--- src/hdl/build_status_lamp_blinker_assert.svh ---
// assertion helpers for the lamp blinker, sampled on the block clock
`ifndef BUILD_STATUS_LAMP_BLINKER_ASSERT_SVH
`define BUILD_STATUS_LAMP_BLINKER_ASSERT_SVH

// plain property, held off while reset is high
`define BSLB_ASSERT(lbl, prop, msg) \
   lbl: assert property (@(posedge clock) disable iff (reset) (prop)) \
      else $error(msg);

// same-cycle implication, held off while reset is high
`define BSLB_ASSERT_IMPL(lbl, pre, post, msg) \
   lbl: assert property (@(posedge clock) disable iff (reset) (pre) |-> (post)) \
      else $error(msg);

`endif

--- src/hdl/bslb_pkg.sv ---
`default_nettype none

package bslb_pkg;

   // fixed field and state widths
   localparam int TIME_W   = 12;
   localparam int MS_W     = 16;
   localparam int PERIOD_W = 12;
   localparam int LAMP_W   = 3;
   localparam int TIME_MAX = 4095;

   // two half periods make one blink
   localparam int BLINK_PHASES = 2;

   // reciprocal scaling for the elapsed-time divide
   localparam int RECIP_SHIFT = 28;
   localparam int RECIP_W     = RECIP_SHIFT + 1;

   // parameter defaults
   localparam int BLINK_PERIOD_MS_DEF = 500;
   localparam int BLINK_COUNT_DEF     = 3;

   // request kinds
   localparam logic REQ_SET  = 1'b0;
   localparam logic REQ_TICK = 1'b1;

   // lamp bit positions
   localparam int LAMP_RED    = 0;
   localparam int LAMP_GREEN  = 1;
   localparam int LAMP_YELLOW = 2;

   typedef logic [LAMP_W-1:0] lamp_type;

   typedef enum logic [1:0] {
      BUILD_RUNNING      = 2'd0,
      BUILD_DISCONNECTED = 2'd1,
      BUILD_CORRECT      = 2'd2,
      BUILD_INCORRECT    = 2'd3
   } build_state_type;

   // request as registered at the input
   typedef struct packed {
      logic                 kind;
      build_state_type      state;
      logic [MS_W-1:0]      ms;
   } in_stage_type;

   // request with the estimated quotient of the elapsed time
   typedef struct packed {
      logic                 kind;
      build_state_type      state;
      logic [MS_W-1:0]      ms;
      logic [MS_W-1:0]      q_est;
   } est_stage_type;

   // request with elapsed time split into whole periods and remainder
   typedef struct packed {
      logic                 kind;
      build_state_type      state;
      logic [MS_W-1:0]      ms;
      logic [MS_W-1:0]      qm;
      logic [PERIOD_W-1:0]  rm;
   } div_stage_type;

   // lamp belonging to a build state
   function automatic lamp_type own_lamp(build_state_type st);
      lamp_type m;
      m = '0;
      case (st)
         BUILD_CORRECT:      m[LAMP_GREEN]  = 1'b1;
         BUILD_INCORRECT:    m[LAMP_RED]    = 1'b1;
         BUILD_RUNNING:      m[LAMP_YELLOW] = 1'b1;
         BUILD_DISCONNECTED: m[LAMP_YELLOW] = 1'b1;
         default:            m[LAMP_YELLOW] = 1'b1;
      endcase
      return m;
   endfunction

   // lamps left alone when entering a build state
   function automatic lamp_type keep_mask(build_state_type st);
      lamp_type m;
      m = '1;
      case (st)
         BUILD_RUNNING: begin
            m = '1;
         end
         BUILD_DISCONNECTED: begin
            m[LAMP_RED]   = 1'b0;
            m[LAMP_GREEN] = 1'b0;
         end
         BUILD_CORRECT: begin
            m[LAMP_RED]    = 1'b0;
            m[LAMP_YELLOW] = 1'b0;
         end
         BUILD_INCORRECT: begin
            m[LAMP_GREEN]  = 1'b0;
            m[LAMP_YELLOW] = 1'b0;
         end
         default: begin
            m = '1;
         end
      endcase
      return m;
   endfunction

endpackage

`default_nettype wire

--- src/hdl/bslb_if.sv ---
`default_nettype none

// request channel: set-state or tick
interface bslb_req_if;
   logic                        valid;
   logic                        ready;
   logic                        req_type;
   logic [1:0]                  new_state;
   logic [bslb_pkg::MS_W-1:0]   elapsed_ms;

   modport source (output valid, output req_type, output new_state, output elapsed_ms,
                   input ready);
   modport sink   (input valid, input req_type, input new_state, input elapsed_ms,
                   output ready);
endinterface

// response channel: lamp states after each request
interface bslb_rsp_if;
   logic valid;
   logic ready;
   logic red_lamp;
   logic green_lamp;
   logic yellow_lamp;
   logic animating;

   modport source (output valid, output red_lamp, output green_lamp, output yellow_lamp,
                   output animating, input ready);
   modport sink   (input valid, input red_lamp, input green_lamp, input yellow_lamp,
                   input animating, output ready);
endinterface

`default_nettype wire

--- src/hdl/build_status_lamp_blinker.sv ---
// Status lamp blinker: every request (set build state, or time tick) gives one
// response with the red, green and yellow lamps and the animation flag as they stand
// after it. A request is taken every clock cycle unless the response side holds off;
// each passes an input register, two stages that split the elapsed time into whole
// blink periods and a remainder (a reciprocal multiply, then a constant multiply with
// one correction), and the state register, which doubles as the response register.
// The combinational compare and subtract on the stored periods-and-remainder pair in
// the state stage sets the one-request-per-cycle rate. Reset leaves the block as a
// freshly attached controller: yellow lit, state disconnected, a full blink countdown
// running.
`default_nettype none

module build_status_lamp_blinker #(
   parameter int unsigned BLINK_PERIOD_MS = bslb_pkg::BLINK_PERIOD_MS_DEF,
   parameter int unsigned BLINK_COUNT     = bslb_pkg::BLINK_COUNT_DEF
) (
   input  wire logic        clock,
   input  wire logic        reset,
   bslb_req_if.sink         req,
   bslb_rsp_if.source       rsp
);

   localparam int TIME_W   = bslb_pkg::TIME_W;
   localparam int MS_W     = bslb_pkg::MS_W;
   localparam int PERIOD_W = bslb_pkg::PERIOD_W;
   localparam int RECIP_W  = bslb_pkg::RECIP_W;

   // countdown start, saturated to the time range, kept as periods plus remainder
   localparam int START_RAW = bslb_pkg::BLINK_PHASES * BLINK_PERIOD_MS * BLINK_COUNT;
   localparam int START     = (START_RAW > bslb_pkg::TIME_MAX) ? bslb_pkg::TIME_MAX
                                                                : START_RAW;
   localparam logic [TIME_W-1:0]   START_Q = TIME_W'(START / BLINK_PERIOD_MS);
   localparam logic [PERIOD_W-1:0] START_R = PERIOD_W'(START % BLINK_PERIOD_MS);
   localparam logic [PERIOD_W-1:0] PERIOD  = PERIOD_W'(BLINK_PERIOD_MS);
   localparam logic [RECIP_W-1:0]  RECIP   =
      RECIP_W'((64'd1 << bslb_pkg::RECIP_SHIFT) / BLINK_PERIOD_MS);

   // pipeline registers
   logic                          s0_valid_ff, s0_valid_in;
   logic                          s1_valid_ff, s1_valid_in;
   logic                          s2_valid_ff, s2_valid_in;
   logic                          rsp_valid_ff, rsp_valid_in;
   bslb_pkg::in_stage_type        s0_ff, s0_in;
   bslb_pkg::est_stage_type       s1_ff, s1_in;
   bslb_pkg::div_stage_type       s2_ff, s2_in;

   // block state, shown directly on the response
   bslb_pkg::build_state_type     state_ff, state_in;
   logic [TIME_W-1:0]             q_ff, q_in;
   logic [PERIOD_W-1:0]           r_ff, r_in;
   logic                          active_ff, active_in;
   bslb_pkg::lamp_type            lamp_ff, lamp_in;

   // stage flow control
   logic ready0, ready1, ready2, out_load;

   // divide helpers
   logic [MS_W+RECIP_W-1:0]       prod_est;
   logic [MS_W+PERIOD_W-1:0]      prod_back;
   logic [MS_W-1:0]               r_est;

   // tick helpers
   logic [MS_W-1:0]               q_wide;
   logic                          tick_ends;
   logic                          borrow;
   logic [PERIOD_W:0]             r_sum;
   logic [TIME_W-1:0]             q_next;
   logic [PERIOD_W-1:0]           r_next;
   bslb_pkg::lamp_type            own;

   // elapsed split recombined for the divide check
   logic                          split_ok;

   // each stage takes a request when empty or when it hands its own on
   assign out_load = !rsp_valid_ff || rsp.ready;
   assign ready2   = !s2_valid_ff || out_load;
   assign ready1   = !s1_valid_ff || ready2;
   assign ready0   = !s0_valid_ff || ready1;
   assign req.ready = ready0;

   assign s0_valid_in  = ready0   ? req.valid   : s0_valid_ff;
   assign s1_valid_in  = ready1   ? s0_valid_ff : s1_valid_ff;
   assign s2_valid_in  = ready2   ? s1_valid_ff : s2_valid_ff;
   assign rsp_valid_in = out_load ? s2_valid_ff : rsp_valid_ff;

   // input register
   always_comb begin
      s0_in = s0_ff;
      if (ready0 && req.valid) begin
         s0_in.kind  = req.req_type;
         s0_in.state = bslb_pkg::build_state_type'(req.new_state);
         s0_in.ms    = req.elapsed_ms;
      end
   end

   // quotient estimate, never above the true quotient and at most one below
   always_comb begin
      prod_est = MS_W'(s0_ff.ms) * RECIP;
      s1_in    = s1_ff;
      if (ready1 && s0_valid_ff) begin
         s1_in.kind  = s0_ff.kind;
         s1_in.state = s0_ff.state;
         s1_in.ms    = s0_ff.ms;
         s1_in.q_est = prod_est[bslb_pkg::RECIP_SHIFT +: MS_W];
      end
   end

   // remainder and one correction step
   always_comb begin
      prod_back = s1_ff.q_est * PERIOD;
      r_est     = s1_ff.ms - prod_back[MS_W-1:0];
      s2_in     = s2_ff;
      if (ready2 && s1_valid_ff) begin
         s2_in.kind  = s1_ff.kind;
         s2_in.state = s1_ff.state;
         s2_in.ms    = s1_ff.ms;
         if (r_est >= MS_W'(PERIOD)) begin
            s2_in.qm = s1_ff.q_est + MS_W'(1);
            s2_in.rm = PERIOD_W'(r_est - MS_W'(PERIOD));
         end else begin
            s2_in.qm = s1_ff.q_est;
            s2_in.rm = PERIOD_W'(r_est);
         end
      end
   end

   // time left minus elapsed, both as periods plus remainder
   always_comb begin
      q_wide    = MS_W'(q_ff);
      tick_ends = (q_wide < s2_ff.qm) || ((q_wide == s2_ff.qm) && (r_ff < s2_ff.rm));
      borrow    = r_ff < s2_ff.rm;
      r_sum     = {1'b0, r_ff} + (borrow ? {1'b0, PERIOD} : '0) - {1'b0, s2_ff.rm};
      r_next    = r_sum[PERIOD_W-1:0];
      q_next    = q_ff - s2_ff.qm[TIME_W-1:0] - TIME_W'(borrow);
      own       = bslb_pkg::own_lamp(state_ff);
   end

   // state update as a request enters the response register
   always_comb begin
      state_in  = state_ff;
      q_in      = q_ff;
      r_in      = r_ff;
      active_in = active_ff;
      lamp_in   = lamp_ff;
      if (s2_valid_ff && out_load) begin
         if (s2_ff.kind == bslb_pkg::REQ_SET) begin
            state_in = s2_ff.state;
            lamp_in  = (lamp_ff & bslb_pkg::keep_mask(s2_ff.state))
                     | bslb_pkg::own_lamp(s2_ff.state);
            if (s2_ff.state != state_ff) begin
               q_in      = START_Q;
               r_in      = START_R;
               active_in = 1'b1;
            end
         end else if (active_ff) begin
            if (tick_ends) begin
               q_in      = '0;
               r_in      = '0;
               active_in = 1'b0;
               lamp_in   = lamp_ff | own;
            end else begin
               q_in    = q_next;
               r_in    = r_next;
               lamp_in = q_next[0] ? (lamp_ff & ~own) : (lamp_ff | own);
            end
         end
      end
   end

   // registers
   always_ff @(posedge clock) begin
      if (reset) begin
         s0_valid_ff  <= 1'b0;
         s1_valid_ff  <= 1'b0;
         s2_valid_ff  <= 1'b0;
         rsp_valid_ff <= 1'b0;
         state_ff     <= bslb_pkg::BUILD_DISCONNECTED;
         q_ff         <= START_Q;
         r_ff         <= START_R;
         active_ff    <= 1'b1;
         lamp_ff      <= bslb_pkg::own_lamp(bslb_pkg::BUILD_DISCONNECTED);
      end else begin
         s0_valid_ff  <= s0_valid_in;
         s1_valid_ff  <= s1_valid_in;
         s2_valid_ff  <= s2_valid_in;
         rsp_valid_ff <= rsp_valid_in;
         state_ff     <= state_in;
         q_ff         <= q_in;
         r_ff         <= r_in;
         active_ff    <= active_in;
         lamp_ff      <= lamp_in;
      end
   end

   // payload registers
   always_ff @(posedge clock) begin
      s0_ff <= s0_in;
      s1_ff <= s1_in;
      s2_ff <= s2_in;
   end

   // response
   assign rsp.valid       = rsp_valid_ff;
   assign rsp.red_lamp    = lamp_ff[bslb_pkg::LAMP_RED];
   assign rsp.green_lamp  = lamp_ff[bslb_pkg::LAMP_GREEN];
   assign rsp.yellow_lamp = lamp_ff[bslb_pkg::LAMP_YELLOW];
   assign rsp.animating   = active_ff;

   // checks
   assign split_ok = ((32'(s2_ff.qm) * 32'(PERIOD) + 32'(s2_ff.rm)) == 32'(s2_ff.ms))
                   && (s2_ff.rm < PERIOD);

   `include "build_status_lamp_blinker_assert.svh"

   `BSLB_ASSERT(remainder_below_period, r_ff < PERIOD, "stored remainder out of range")
   `BSLB_ASSERT_IMPL(idle_time_zero, !active_ff, (q_ff == '0) && (r_ff == '0), "idle with time left")
   `BSLB_ASSERT_IMPL(idle_lamp_lit, !active_ff, (lamp_ff & own) != '0, "idle with own lamp dark")
   `BSLB_ASSERT_IMPL(divide_exact, s2_valid_ff, split_ok, "elapsed split wrong")

endmodule

`default_nettype wire

--- src/flat_wrapper.sv ---
// flat-port wrapper written by rule: the top's interface ports become plain ports
module build_status_lamp_blinker_flat 
#(
   parameter int unsigned BLINK_PERIOD_MS = bslb_pkg::BLINK_PERIOD_MS_DEF,
   parameter int unsigned BLINK_COUNT     = bslb_pkg::BLINK_COUNT_DEF
)
  (clock, reset, req_valid, req_req_type, req_new_state, req_elapsed_ms, req_ready, rsp_valid, rsp_red_lamp, rsp_green_lamp, rsp_yellow_lamp, rsp_animating, rsp_ready);
  bslb_req_if req_i ();
  bslb_rsp_if rsp_i ();
  input  wire logic clock;
  input  wire logic reset;
  input wire logic [$bits(req_i.valid)-1:0] req_valid;
  input wire logic [$bits(req_i.req_type)-1:0] req_req_type;
  input wire logic [$bits(req_i.new_state)-1:0] req_new_state;
  input wire logic [$bits(req_i.elapsed_ms)-1:0] req_elapsed_ms;
  output wire logic [$bits(req_i.ready)-1:0] req_ready;
  output wire logic [$bits(rsp_i.valid)-1:0] rsp_valid;
  output wire logic [$bits(rsp_i.red_lamp)-1:0] rsp_red_lamp;
  output wire logic [$bits(rsp_i.green_lamp)-1:0] rsp_green_lamp;
  output wire logic [$bits(rsp_i.yellow_lamp)-1:0] rsp_yellow_lamp;
  output wire logic [$bits(rsp_i.animating)-1:0] rsp_animating;
  input wire logic [$bits(rsp_i.ready)-1:0] rsp_ready;
  assign req_i.valid = req_valid;
  assign req_i.req_type = req_req_type;
  assign req_i.new_state = req_new_state;
  assign req_i.elapsed_ms = req_elapsed_ms;
  assign req_ready = req_i.ready;
  assign rsp_valid = rsp_i.valid;
  assign rsp_red_lamp = rsp_i.red_lamp;
  assign rsp_green_lamp = rsp_i.green_lamp;
  assign rsp_yellow_lamp = rsp_i.yellow_lamp;
  assign rsp_animating = rsp_i.animating;
  assign rsp_i.ready = rsp_ready;
  build_status_lamp_blinker #(.BLINK_PERIOD_MS(BLINK_PERIOD_MS), .BLINK_COUNT(BLINK_COUNT)) u_core (.clock(clock), .reset(reset), .req(req_i), .rsp(rsp_i));
endmodule
--- config.mk ---
export PLATFORM = sky130hd
export DESIGN_NAME = build_status_lamp_blinker_flat
export DESIGN_NICKNAME = d
export VERILOG_FILES = /design/src/hdl/bslb_pkg.sv /design/src/hdl/bslb_if.sv /design/src/hdl/build_status_lamp_blinker.sv /design/src/flat_wrapper.sv
export VERILOG_INCLUDE_DIRS = /design/src /design/src/hdl
export SDC_FILE = /design/constraint.sdc
export NUM_CORES = 1
export LEC_CHECK = 0
export BUFFER_PORTS_ARGS = -buffer_cell sky130_fd_sc_hd__buf_2
export CAP_MARGIN = 25
export CORE_AREA = 2 2 172 191
export CTS_BUF_LIST = sky130_fd_sc_hd__clkbuf_4
export CTS_CLUSTER_DIAMETER = 150
export DETAILED_ROUTE_END_ITERATION = 8
export DIE_AREA = 0 0 174 193
export GPL_TIMING_DRIVEN = 0
export HOLD_SLACK_MARGIN = 0.02
export PLACE_DENSITY = 0.47
export SLEW_MARGIN = 20
export SYNTH_ARGS = -nofsm -noshare
export SYNTH_HDL_FRONTEND = slang
export SYNTH_SLANG_ARGS = --single-unit
--- constraint.sdc ---
create_clock -name clock -period 6.2 [get_ports clock]
set_input_delay 0.93 -clock clock [delete_from_list [all_inputs] [get_ports clock]]
set_output_delay 0.93 -clock clock [all_outputs]
set_load 0.02 [all_outputs]
* Word level (Yosys, flattened, before mapping)
Cells that the tools add are included.
** Storage, ports and cells
- Input bits :: 23
- Logic and storage cells :: 113
- Output and inout port bits :: 6
- Flip-flop bits (word level) :: 104
** Cells by class
- Multiplexer cells :: 39
- Bitwise operators :: 6
- Eq/ne operators :: 9
- Order comparisons :: 3
- Reduce and logical (&&, ||, !) cells :: 26
- Multipliers :: 2
- Add/subtract/negate cells :: 7
** Operators by type and width (number)
- $mux 12 :: 8
- $mul 16x19->35 const B :: 1
- $mux 1 :: 25
- $mux 20 :: 1
- $ge 16x9->1 const B :: 1
- $sub 16x16->16 :: 1
- $mul 8x7->14 const B :: 1
- $add 12x12->12 :: 1
- $eq 12x9->1 :: 1
- $lt 12x12->1 :: 1
- $lt 12x9->1 :: 1
- $mux 3 :: 4
- $sub 12x1->12 :: 1
- $sub 12x12->12 :: 1
- $sub 12x9->12 :: 1
- $sub 12x9->12 const B :: 1
- $reduce_or 2->1 :: 5
- $add 8x1->9 const B :: 1
- $mux 9 :: 1
- $eq 2x2->1 const B :: 4
- $and 3x3->3 :: 2
- $or 3x3->3 :: 2
- $reduce_and 2->1 :: 3
- $logic_and 1x1->1 :: 5
- 10 further kinds :: 19

* Depth between registers and ports, before layout
Gate-level depths: netlist of the first run.
- Word-level depth :: 9
- Mapped depth :: 24
- Mapped depth without buffers :: 23

* Worst setup path before layout of the first run
Ideal clock, no wire load.
- Path kind :: register -> register
- From :: register u_core.s1_ff[0] (netlist name)
- To :: register u_core.s2_ff[13] (netlist name), data pin
- Data arrival time :: 5511 ps
- Setup time :: 260 ps
- Cell stages (with the launch flop) :: 24
- Path slack :: 429 ps
- Required time :: 5940 ps
- Period minus slack after synthesis :: 5771 ps
- Buffers on the path :: 1
- Cell sequence :: edfxtp_1 > fa_1 > xor2_1 > ha_1 > fa_1 > inv_1 > fa_1 > inv_1 > ha_1 > inv_1 > o21bai_1 > a21oi_1 > o21bai_1 > a21oi_1 > o21bai_1 > a21oi_1 > xor2_1 > ha_1 > nor2b_1 > a311oi_2 > xnor2_1 > nor4_4 > buf_6 > mux2_2
** On the way
- Word-level cells in the longest chain between the ends :: 4
- Elaborated cells on any way between the ends :: 5
- Classes of those cells :: 2 x add/sub; 1 x mul; 1 x order compare; 1 x mux
** RTL lines
- start, declared :: RTL line build_status_lamp_blinker.sv:44 : bslb_pkg::est_stage_type s1_ff, s1_in;
- start signal, assigned :: RTL line build_status_lamp_blinker.sv:198 : s1_ff <= s1_in;
- $mul 8x7->14 :: RTL line build_status_lamp_blinker.sv:110 : prod_back = s1_ff.q_est * PERIOD;
- $sub 16x16->16 :: RTL line build_status_lamp_blinker.sv:111 : r_est = s1_ff.ms - prod_back[MS_W-1:0];
- $ge 16x9->1 :: RTL line build_status_lamp_blinker.sv:117 : if (r_est >= MS_W'(PERIOD)) begin
- $mux 20 * :: RTL line build_status_lamp_blinker.sv:117
- end signal, assigned :: RTL line build_status_lamp_blinker.sv:199 : s2_ff <= s2_in;
- end, declared :: RTL line build_status_lamp_blinker.sv:45 : bslb_pkg::div_stage_type s2_ff, s2_in;
Every way passes the cells marked *; elsewhere a longest branch is shown, timed or not.
A chain may end at the register's enable or synchronous reset.

* Worst setup path in the final report of the first run
- From :: register u_core.s1_ff[2] (netlist name)
- To :: register u_core.s2_ff[13] (netlist name), data pin
** On the way
- Word-level cells in the longest chain between the ends :: 4
** RTL lines (RTL line)
- $mul 8x7->14 :: build_status_lamp_blinker.sv:110
- $sub 16x16->16 :: build_status_lamp_blinker.sv:111
- $ge 16x9->1 :: build_status_lamp_blinker.sv:117
- $mux 20 :: build_status_lamp_blinker.sv:117
Every way passes these cells.

==> results.sh, run 1 <==
export IMPL_status="completed"
export IMPL_antenna_found_initial=2
export IMPL_cts_sinks=104
export IMPL_core_rowCount=69
export IMPL_die_h_um=193
export IMPL_synth_async_reset_ratio=0
export IMPL_synth_avg_cell_area_sq_um=9.86
export IMPL_max_slew_margin_rel=0.402
export IMPL_cts_tree="built"
export IMPL_finalCriticalPeriod_ns=5.99
export IMPL_hold_violations=0
export IMPL_setup_viol=0
export IMPL_yosysWarnings=0
export IMPL_cts_buffer_depth=2
export IMPL_dr_total_vias=7358
export IMPL_cts_clk_slew_worst_paths_ns=0.21
export IMPL_slowest_stage="fa_2"
export IMPL_tightest_slew_ns=0.891
export IMPL_routed_via_density=4.62
export IMPL_start_util=0.344
export IMPL_maxCapViolCount=0
export IMPL_worstSetupStartpoint="u_core.s1_ff[2]"
export IMPL_r2r_start="u_core.s1_ff[2]"
export IMPL_endpoint_kind="flop"
export IMPL_cpLargestDelayFamily="adder cells"
export IMPL_path_buf_inv=5
export IMPL_synthTopCellsByArea="ha_1, edfxtp_1, fa_1, inv_1, dfxtp_1"
export IMPL_synth_area_leader_cell="ha_1"
export IMPL_grt_pass1_wl_um=38100
export IMPL_crit_top_cell="inv_1"
export IMPL_final_max_slew_viol_count=0
export IMPL_hold_path_class="flop to flop"
export IMPL_cts_buffers=9
export IMPL_post_route_drc_count=0
export IMPL_detail_route_first_pass_iterations=4
export IMPL_seq_area_frac_synth=0.255
export IMPL_dp_hpwl_um=18600
export IMPL_drt_first_iter_violations=286
export IMPL_path_depth=21
export IMPL_die_w_um=174
export IMPL_grt_max_degree=28
export IMPL_ios=29
export IMPL_tns_ns=0
export IMPL_syn_nets=1446
export IMPL_coreArea_sq_um=31800
export IMPL_grt_pass1_vias=7696
export IMPL_syn2layout_area_growth_pct=9.24
export IMPL_max_freq_ghz=0.167
export IMPL_post_route_period_util=0.966
export IMPL_ant_nets=0
export IMPL_crit_type="flop to flop"
export IMPL_synth_edf_count=70
export IMPL_ctsHoldBuffers=0
export IMPL_wirelength_um=22300
export IMPL_place_gp_congestion=0.803
export IMPL_hp_start="u_core.s1_ff[32]"
export IMPL_ys_seq_elements=104
export IMPL_synth_top_cell_area_share=0.268
export IMPL_drt_wirelength_per_cell_um=14.0
export IMPL_fin_worst_skew_ns=0.0446
export IMPL_arrival_ns=6.25
export IMPL_overflow=0
export IMPL_crit_required_ns=6.47
export IMPL_io_buffers=28
export IMPL_grt_total_usage=0.142
export IMPL_insertion_delay_ns=0.52
export IMPL_yosys_most_used_dff="edfxtp_1"
export IMPL_cp_slowest_stage_delay_ns=0.64
export IMPL_cts_htree_levels=3
export IMPL_yosysUniqueCellTypes=53
export IMPL_cp_cell_sequence="fa_2 -> xor2_1 -> ha_1 -> fa_1 -> inv_1 -> fa_1 -> inv_1 -> ha_1 -> inv_1 -> o21bai_1 -> a21oi_2 -> xnor2_1 -> ha_1 -> inv_1 -> o21bai_1 -> o21bai_2 -> xnor2_1 -> nand4_1 -> nor4_4 -> buf_6 -> mux2_2"
export IMPL_die_area_sq_um=33600
export IMPL_synth_cells=1109
export IMPL_whs_path_depth=0
export IMPL_worst_setup_path_start_kind="flop"
export IMPL_syn_area_sq_um=10900
export IMPL_root_buffer="clkbuf_4"
export IMPL_crit_path_max_fanout=5
export IMPL_drive_gt1_frac=0.0713
export IMPL_nNetsFinal=1496
export IMPL_reg2reg_depth=21
export IMPL_nFillCells=3312
## layout by cell type (no fill, tap or decap), types with 3 or more instances in the layout
master	instances
buf_2	30
or3_1	5
nand2_1	38
o21bai_1	7
o21ai_0	33
nor2_1	67
and3_1	3
clkbuf_1	11
xor2_1	23
nand3_1	19
clkbuf_4	9
a211o_1	5
ha_1	232
clkinv_8	3
nand2b_1	9
nor3_1	25
a21o_1	15
xnor2_1	37
nand4_1	7
edfxtp_1	70
nor2b_1	16
a211oi_1	7
inv_1	231
fa_1	79
dfxtp_1	34
o31ai_1	4
a31oi_1	3
nor3b_1	4
o21a_1	5
a21oi_1	57
nand3b_1	6
a41oi_1	4
o211ai_1	5
buf_4	11
o22ai_1	5
## registers in the layout (all words and copies together), names as in the netlist, named ones only
name                  cells
u_core.r_ff              12
u_core.q_ff              12
u_core.s0_valid_ff        1
u_core.rsp.valid          1
u_core.s0_ff             19
u_core.s2_ff             24
u_core.s1_valid_ff        1
u_core.rsp.animating      1
u_core.state_ff           2
u_core.s1_ff             27
u_core.s2_valid_ff        1
## cells by family after synthesis
kind of cell,Yosys count,share of synthesized area
compound gates,170,0.0991
xor+xnor,61,0.0489
mux,2,0.00206
buf+inv,248,0.0863
simple gates,210,0.0947
flops,104,0.255
fa+ha+maj,314,0.414
## metal layers
| layer | track usage | vias to the layer above | share of wire |
|---|---|---|---|
| met2 | 0.271 | 47 | 0.51 |
| met3 | 0.0190 | 20 | 0.016 |
| met1 | 0.172 | 3475 | 0.46 |
| li1 | - | 3816 | - |
| met5 | 0 | - | 0 |
| met4 | 0.0239 | 0 | 0.010 |
## worst paths after layout
kind / end / slack [ns]
min: u_core.s2_ff[44] / 0.42
min reg2reg: u_core.s2_ff[44] / 0.42
max reg2reg: u_core.s2_ff[13] / 0.21
max: u_core.s2_ff[13] / 0.21
## through the flow
step | setup WS, ns | std cells | hold slack, ns | util | area [sq um]
floorplan | 0.429 | 1109 | 0.400 | - | 10900
global placement | -0.139 | 1563 | 0.404 | 0.365 | 11600
detailed placement | -0.0999 | 1563 | 0.405 | 0.367 | 11600
CTS | 0.0129 | 1581 | 0.398 | 0.372 | 11800
global route | -0.0852 | 1592 | 0.396 | 0.376 | 11900
finish | 0.214 | 1592 | 0.416 | 0.376 | 11900
## synthesized netlist by cell type, drive strengths merged (4+ instances only)
master	n
edfxtp	70
o21a	5
ha	234
a21o	15
nand2b	9
xnor2	37
a211oi	7
a41oi	4
nand3b	6
clkbuf	11
nor3b	4
o21bai	8
o22ai	5
o211ai	5
o31ai	4
a211o	5
fa	80
nor2	67
a21oi	60
or3	5
nand3	19
inv	234
nor2b	17
nand4	7
xor2	24
nand2	38
dfxtp	34
nor3	25
o21ai	36
## timing repair
| action | in CTS | in global routing |
|---|---|---|
| endpoints found under the setup margin | 8 | 19 |
| gates cloned | 0 | 1 |
| pin swaps | 0 | 13 |
| resized for setup | 0 | 14 |
| setup buffers | 2 | 8 |
## cell type report
type                    count  area, sq um  share of cell area
flip-flops and latches    104         2780               0.233
plain buffers              14         65.1             0.00545
well taps                 426          533              0.0446
clock inverters             7         86.3             0.00723
repair buffers             39          220              0.0184
diodes                      2         5.00            0.000419
inverters                 234          881              0.0738
multi-input cells         757         7300               0.611
clock buffers               9         67.6             0.00566
Power of run 1 is not shown: default switching activity piles up to over one toggle a cycle in this logic, so the estimate is an artifact.
==> run 2, diff against run 1 <==
Settings changed: CORE_AREA 2 2 172 191 to 2 2 138 153, DIE_AREA 0 0 174 193 to 0 0 140 155, PLACE_DENSITY 0.47 to 0.7.
==> results.sh, run 2 (synthesis results as in run 1) <==
export IMPL_status="completed"
export IMPL_final_core_util=0.578
export IMPL_detail_route_first_pass_iterations=4
export IMPL_core_rowCount=55
export IMPL_setup_viol=0
export IMPL_crit_path_max_fanout=7
export IMPL_final_cell_mix="inv_1, ha_1, fa_1"
export IMPL_antenna_found_initial=1
export IMPL_final_max_slew_viol_count=0
export IMPL_syn2layout_area_growth_pct=7.27
export IMPL_cts_htree_levels=3
export IMPL_cts_tree="built"
export IMPL_post_route_drc_count=0
export IMPL_arrival_ns=6.16
export IMPL_maxCapViolCount=0
export IMPL_dp_hpwl_um=17200
export IMPL_endpoint_kind="flop"
export IMPL_max_slew_margin_rel=0.459
export IMPL_place_area_sq_um=11400
export IMPL_grt_max_degree=28
export IMPL_dr_total_vias=7435
export IMPL_die_w_um=140
export IMPL_die_h_um=155
export IMPL_max_freq_ghz=0.170
export IMPL_insertion_delay_ns=0.49
export IMPL_finalCriticalPeriod_ns=5.90
export IMPL_grt_pass1_vias=7707
export IMPL_ant_nets=0
export IMPL_layout_setup_ws_ns=0.302
export IMPL_start_util=0.538
export IMPL_cts_buffer_depth=2
export IMPL_top_register="u_core.s1_ff"
export IMPL_worst_setup_path_start_kind="flop"
export IMPL_io_buffers=28
export IMPL_die_area_sq_um=21700
export IMPL_reg_largest_list="u_core.s1_ff: 27 flops, u_core.s2_ff: 24 flops, u_core.s0_ff: 19 flops"
export IMPL_root_buffer="clkbuf_4"
export IMPL_nFillCells=1752
export IMPL_grt_pass1_wl_um=35300
export IMPL_coreArea_sq_um=20300
export IMPL_cts_buffers=9
export IMPL_ctsHoldBuffers=0
export IMPL_cts_sinks=104
export IMPL_ios=29
export IMPL_drt_wirelength_per_cell_um=14.4
export IMPL_post_route_period_util=0.951
export IMPL_drt_first_iter_violations=207
export IMPL_wirelength_um=20500
export IMPL_hold_path_class="flop to flop"
export IMPL_crit_required_ns=6.46
export IMPL_fin_worst_skew_ns=0.0329
export IMPL_tightest_slew_ns=0.806
export IMPL_hold_violations=0
export IMPL_place_gp_congestion=0.856
export IMPL_stdcell_area_sq_um=11700
export IMPL_cts_clk_slew_worst_paths_ns=0.18
export IMPL_largest_reg_flops=27
export IMPL_crit_type="flop to flop"
export IMPL_place_ws_ns=-0.121
export IMPL_grt_total_usage=0.200
export IMPL_routed_via_density=5.24
export IMPL_nNetsFinal=1495
export IMPL_drive_gt1_frac=0.0731
export IMPL_overflow=0
## run 2: per-layer routing
metal	track usage	vias to the layer above	wire length (um)
met1	0.238	3530	8990
met3	0.0243	18	373
met4	0.0544	0	332
met2	0.382	74	10800
li1	-	3813	-
met5	0	-	0
## run 2: metrics by stage
step / setup TNS (ns) / instances / hold WS, ns
final: 0 / 1420 / 0.446
after global routing: -0.0106 / 1420 / 0.452
after CTS: 0 / 1412 / 0.447
after detailed placement: -0.485 / 1395 / 0.405
after global placement: -0.0117 / 1393 / 0.401
after floorplan: 0 / 1109 / 0.400
## run 2: critical path, stage by stage, from the launching register on
cell	delay (ns)
edfxtp_1	0.56
inv_2	0.11
fa_1	0.57
fa_1	0.46
fa_1	0.51
fa_1	0.52
inv_1	0.05
ha_2	0.35
o2111ai_1	0.15
and4b_1	0.24
xor2_2	0.21
ha_4	0.26
a21o_1	0.19
a21o_1	0.18
a21oi_1	0.13
o21ai_1	0.09
xnor2_1	0.15
o21ai_1	0.12
nor4_4	0.35
buf_6	0.18
mux2_2	0.33
## run 2: repair_timing
action,in CTS,in global routing
endpoints found under the hold margin,0,0
endpoints found under the setup margin,8,19
pin swaps,0,10
buffers inserted,1,7
resized for setup,1,15
## run 2: final timing paths
| path | startpoint | end | slack [ns] | cells past startpoint |
|---|---|---|---|---|
| hold / removal | u_core.s1_ff[33] | u_core.s2_ff[45] | 0.45 | 0 |
| setup reg to reg | u_core.s1_ff[1] | u_core.s2_ff[13] | 0.30 | 20 |
| hold reg to reg | u_core.s1_ff[33] | u_core.s2_ff[45] | 0.45 | 0 |
| setup / recovery | u_core.s1_ff[1] | u_core.s2_ff[13] | 0.30 | 20 |
## run 2: area by class of cell
cell class	instances	area (sq um)	area share
Multi-Input combinational cell	757	7300	0.622
Sequential cell	104	2780	0.237
Inverter	234	878	0.0749
Tap cell	256	320	0.0273
Timing Repair Buffer	38	231	0.0197
Clock inverter	7	81.3	0.00694
Clock buffer	9	67.6	0.00576
Buffer	14	65.1	0.00555
Antenna cell	1	2.50	0.000213
Power of run 2 is left out for the same reason.
==> run 3, diff against run 2 <==
Settings changed: ABC_AREA from default to 1, CORE_AREA 2 2 138 153 to 2 2 145 161, DIE_AREA 0 0 140 155 to 0 0 147 163, PLACE_DENSITY 0.7 to 0.69.
==> results.sh, run 3 <==
export IMPL_status="completed"
export IMPL_max_freq_ghz=0.172
export IMPL_yosysUniqueCellTypes=42
export IMPL_cts_buffers=9
export IMPL_post_route_period_util=0.938
export IMPL_yosys_most_used_dff="edfxtp_1"
export IMPL_synthTopCellsByArea="ha_1, edfxtp_1, fa_1, inv_1, nand2_1"
export IMPL_post_route_drc_count=0
export IMPL_grt_pass1_wl_um=43800
export IMPL_hold_path_class="flop to flop"
export IMPL_drive_gt1_frac=0.0659
export IMPL_fin_worst_skew_ns=0.0268
export IMPL_place_area_sq_um=12600
export IMPL_crit_top_cell="nand2_1"
export IMPL_antenna_found_initial=1
export IMPL_coreArea_sq_um=22500
export IMPL_syn2layout_area_growth_pct=7.12
export IMPL_final_cell_mix="inv_1, nand2_1, ha_1"
export IMPL_synth_edf_count=70
export IMPL_grt_pass1_vias=9378
export IMPL_detail_route_first_pass_iterations=5
export IMPL_cts_buffer_depth=2
export IMPL_overflow=0
export IMPL_synthTopCellsByCount="inv_1, nand2_1, ha_1"
export IMPL_reg_largest_list="u_core.s1_ff: 27 flops, u_core.s2_ff: 24 flops, u_core.s0_ff: 19 flops"
export IMPL_dp_hpwl_um=22300
export IMPL_worst_setup_path_start_kind="flop"
export IMPL_die_h_um=163
export IMPL_core_rowCount=58
export IMPL_ant_nets=0
export IMPL_top_register="u_core.s1_ff"
export IMPL_final_core_util=0.577
export IMPL_ctsHoldBuffers=0
export IMPL_hold_violations=0
export IMPL_crit_required_ns=6.48
export IMPL_cts_tree="built"
export IMPL_root_buffer="clkbuf_4"
export IMPL_die_w_um=147
export IMPL_finalCriticalPeriod_ns=5.82
export IMPL_place_gp_congestion=0.935
export IMPL_maxCapViolCount=0
export IMPL_ys_seq_elements=104
export IMPL_tightest_slew_ns=0.959
export IMPL_post_synth_top_count_cell="inv_1"
export IMPL_grt_max_degree=28
export IMPL_layout_commonest_cell="inv_1"
export IMPL_start_util=0.538
export IMPL_stdcell_area_sq_um=13000
export IMPL_synth_top_cell_area_share=0.242
export IMPL_endpoint_kind="flop"
export IMPL_final_max_slew_viol_count=0
export IMPL_nNetsFinal=1850
export IMPL_syn_nets=1795
export IMPL_cts_clk_slew_worst_paths_ns=0.19
export IMPL_insertion_delay_ns=0.51
export IMPL_grt_total_usage=0.229
export IMPL_largest_reg_flops=27
export IMPL_ios=29
export IMPL_io_buffers=27
export IMPL_die_area_sq_um=24000
export IMPL_r2r_start="u_core.s1_ff[2]"
export IMPL_hp_start="u_core.s0_ff[18]"
export IMPL_wirelength_um=26100
export IMPL_drt_wirelength_per_cell_um=14.4
export IMPL_dr_total_vias=9455
export IMPL_setup_viol=0
export IMPL_max_slew_margin_rel=0.360
export IMPL_drt_first_iter_violations=487
export IMPL_syn_area_sq_um=12100
export IMPL_synth_cells=1458
export IMPL_synth_area_leader_cell="ha_1"
export IMPL_final_cells=1819
export IMPL_cp_slowest_stage_delay_ns=0.54
export IMPL_synth_avg_cell_area_sq_um=8.31
export IMPL_cts_sinks=104
export IMPL_worstSetupStartpoint="u_core.s1_ff[2]"
export IMPL_arrival_ns=6.09
export IMPL_yosysWarnings=0
export IMPL_seq_area_frac_synth=0.230
export IMPL_crit_type="flop to flop"
export IMPL_synth_async_reset_ratio=0
export IMPL_cts_htree_levels=3
export IMPL_placed_cells=1786
export IMPL_slowest_stage="edfxtp_1"
export IMPL_whs_ns=0.447
export IMPL_crit_path_max_fanout=8
export IMPL_routed_via_density=5.20
run 3: cell count changes after synthesis, moves of 24 or more:
cell | before | now
nor2_1 | 67 | 91
nand4_1 | 7 | 42
nand3_1 | 19 | 49
inv_1 | 234 | 327
nand2_1 | 38 | 259
xnor2_1 | 37 | 9
a21oi_1 | 60 | 84
run 3: layout make-up:
type / count / area (sq um)
diodes: 1 / 2.50
flip-flops and latches: 104 / 2780
clock buffers: 9 / 67.6
clock inverters: 7 / 121
fillers: 2114 / 9530
inverters: 328 / 1230
well taps: 300 / 375
multi-input cells: 1016 / 8050
plain buffers: 10 / 62.6
repair buffers: 44 / 278
run 3: final timing paths:
check                           cells after the start          endpoint  slack [ns]
worst max-delay path                               29  u_core.s2_ff[11]        0.38
worst min-delay path                                0  u_core.s1_ff[34]        0.45
worst max register to register                     29  u_core.s2_ff[11]        0.38
worst min register to register                      0  u_core.s1_ff[34]        0.45
run 3: repair_timing:
item | CTS | global route
hold endpoints to repair | 0 | 0
setup buffers | 0 | 15
setup endpoints to repair | 0 | 19
gates resized for setup | 0 | 4
run 3: logic make-up after synthesis:
family	count (synthesis)	share of synthesized area
and+or+nand+nor	487	0.176
buffers and inverters	338	0.107
adders and majority gates	314	0.374
AOI/OAI and AO/OA	172	0.0801
DFF	104	0.230
xor gates and xnor gates	43	0.0333
run 3: critical path: cells and delay by family, from the launching register on:
kind	cells	cell delay (ns)
AOI/OAI and AO/OA	4	0.61
xor gates and xnor gates	2	0.45
adders and majority gates	6	2.25
buffers and inverters	5	0.50
DFF	1	0.54
and+or+nand+nor	12	1.19
run 3: layer usage:
layer / GRT usage / vias to the layer above / share of wire
li1: - / 4836 / -
met1: 0.268 / 4420 / 0.42
met2: 0.432 / 143 / 0.53
met3: 0.0249 / 56 / 0.024
met4: 0.0870 / 0 / 0.034
met5: 0 / - / 0
run 3: metrics by stage:
| stage | setup WS (ns) | setup TNS, ns |
|---|---|---|
| 2_1_floorplan | 0.890 | 0 |
| 3_3_place_gp | 0.300 | 0 |
| 3_5_place_dp | 0.278 | 0 |
| 4_1_cts | 0.194 | 0 |
| 5_1_grt | -0.00432 | -0.00660 |
| 6_report | 0.384 | 0 |
Power of run 3 is left out for the same reason.
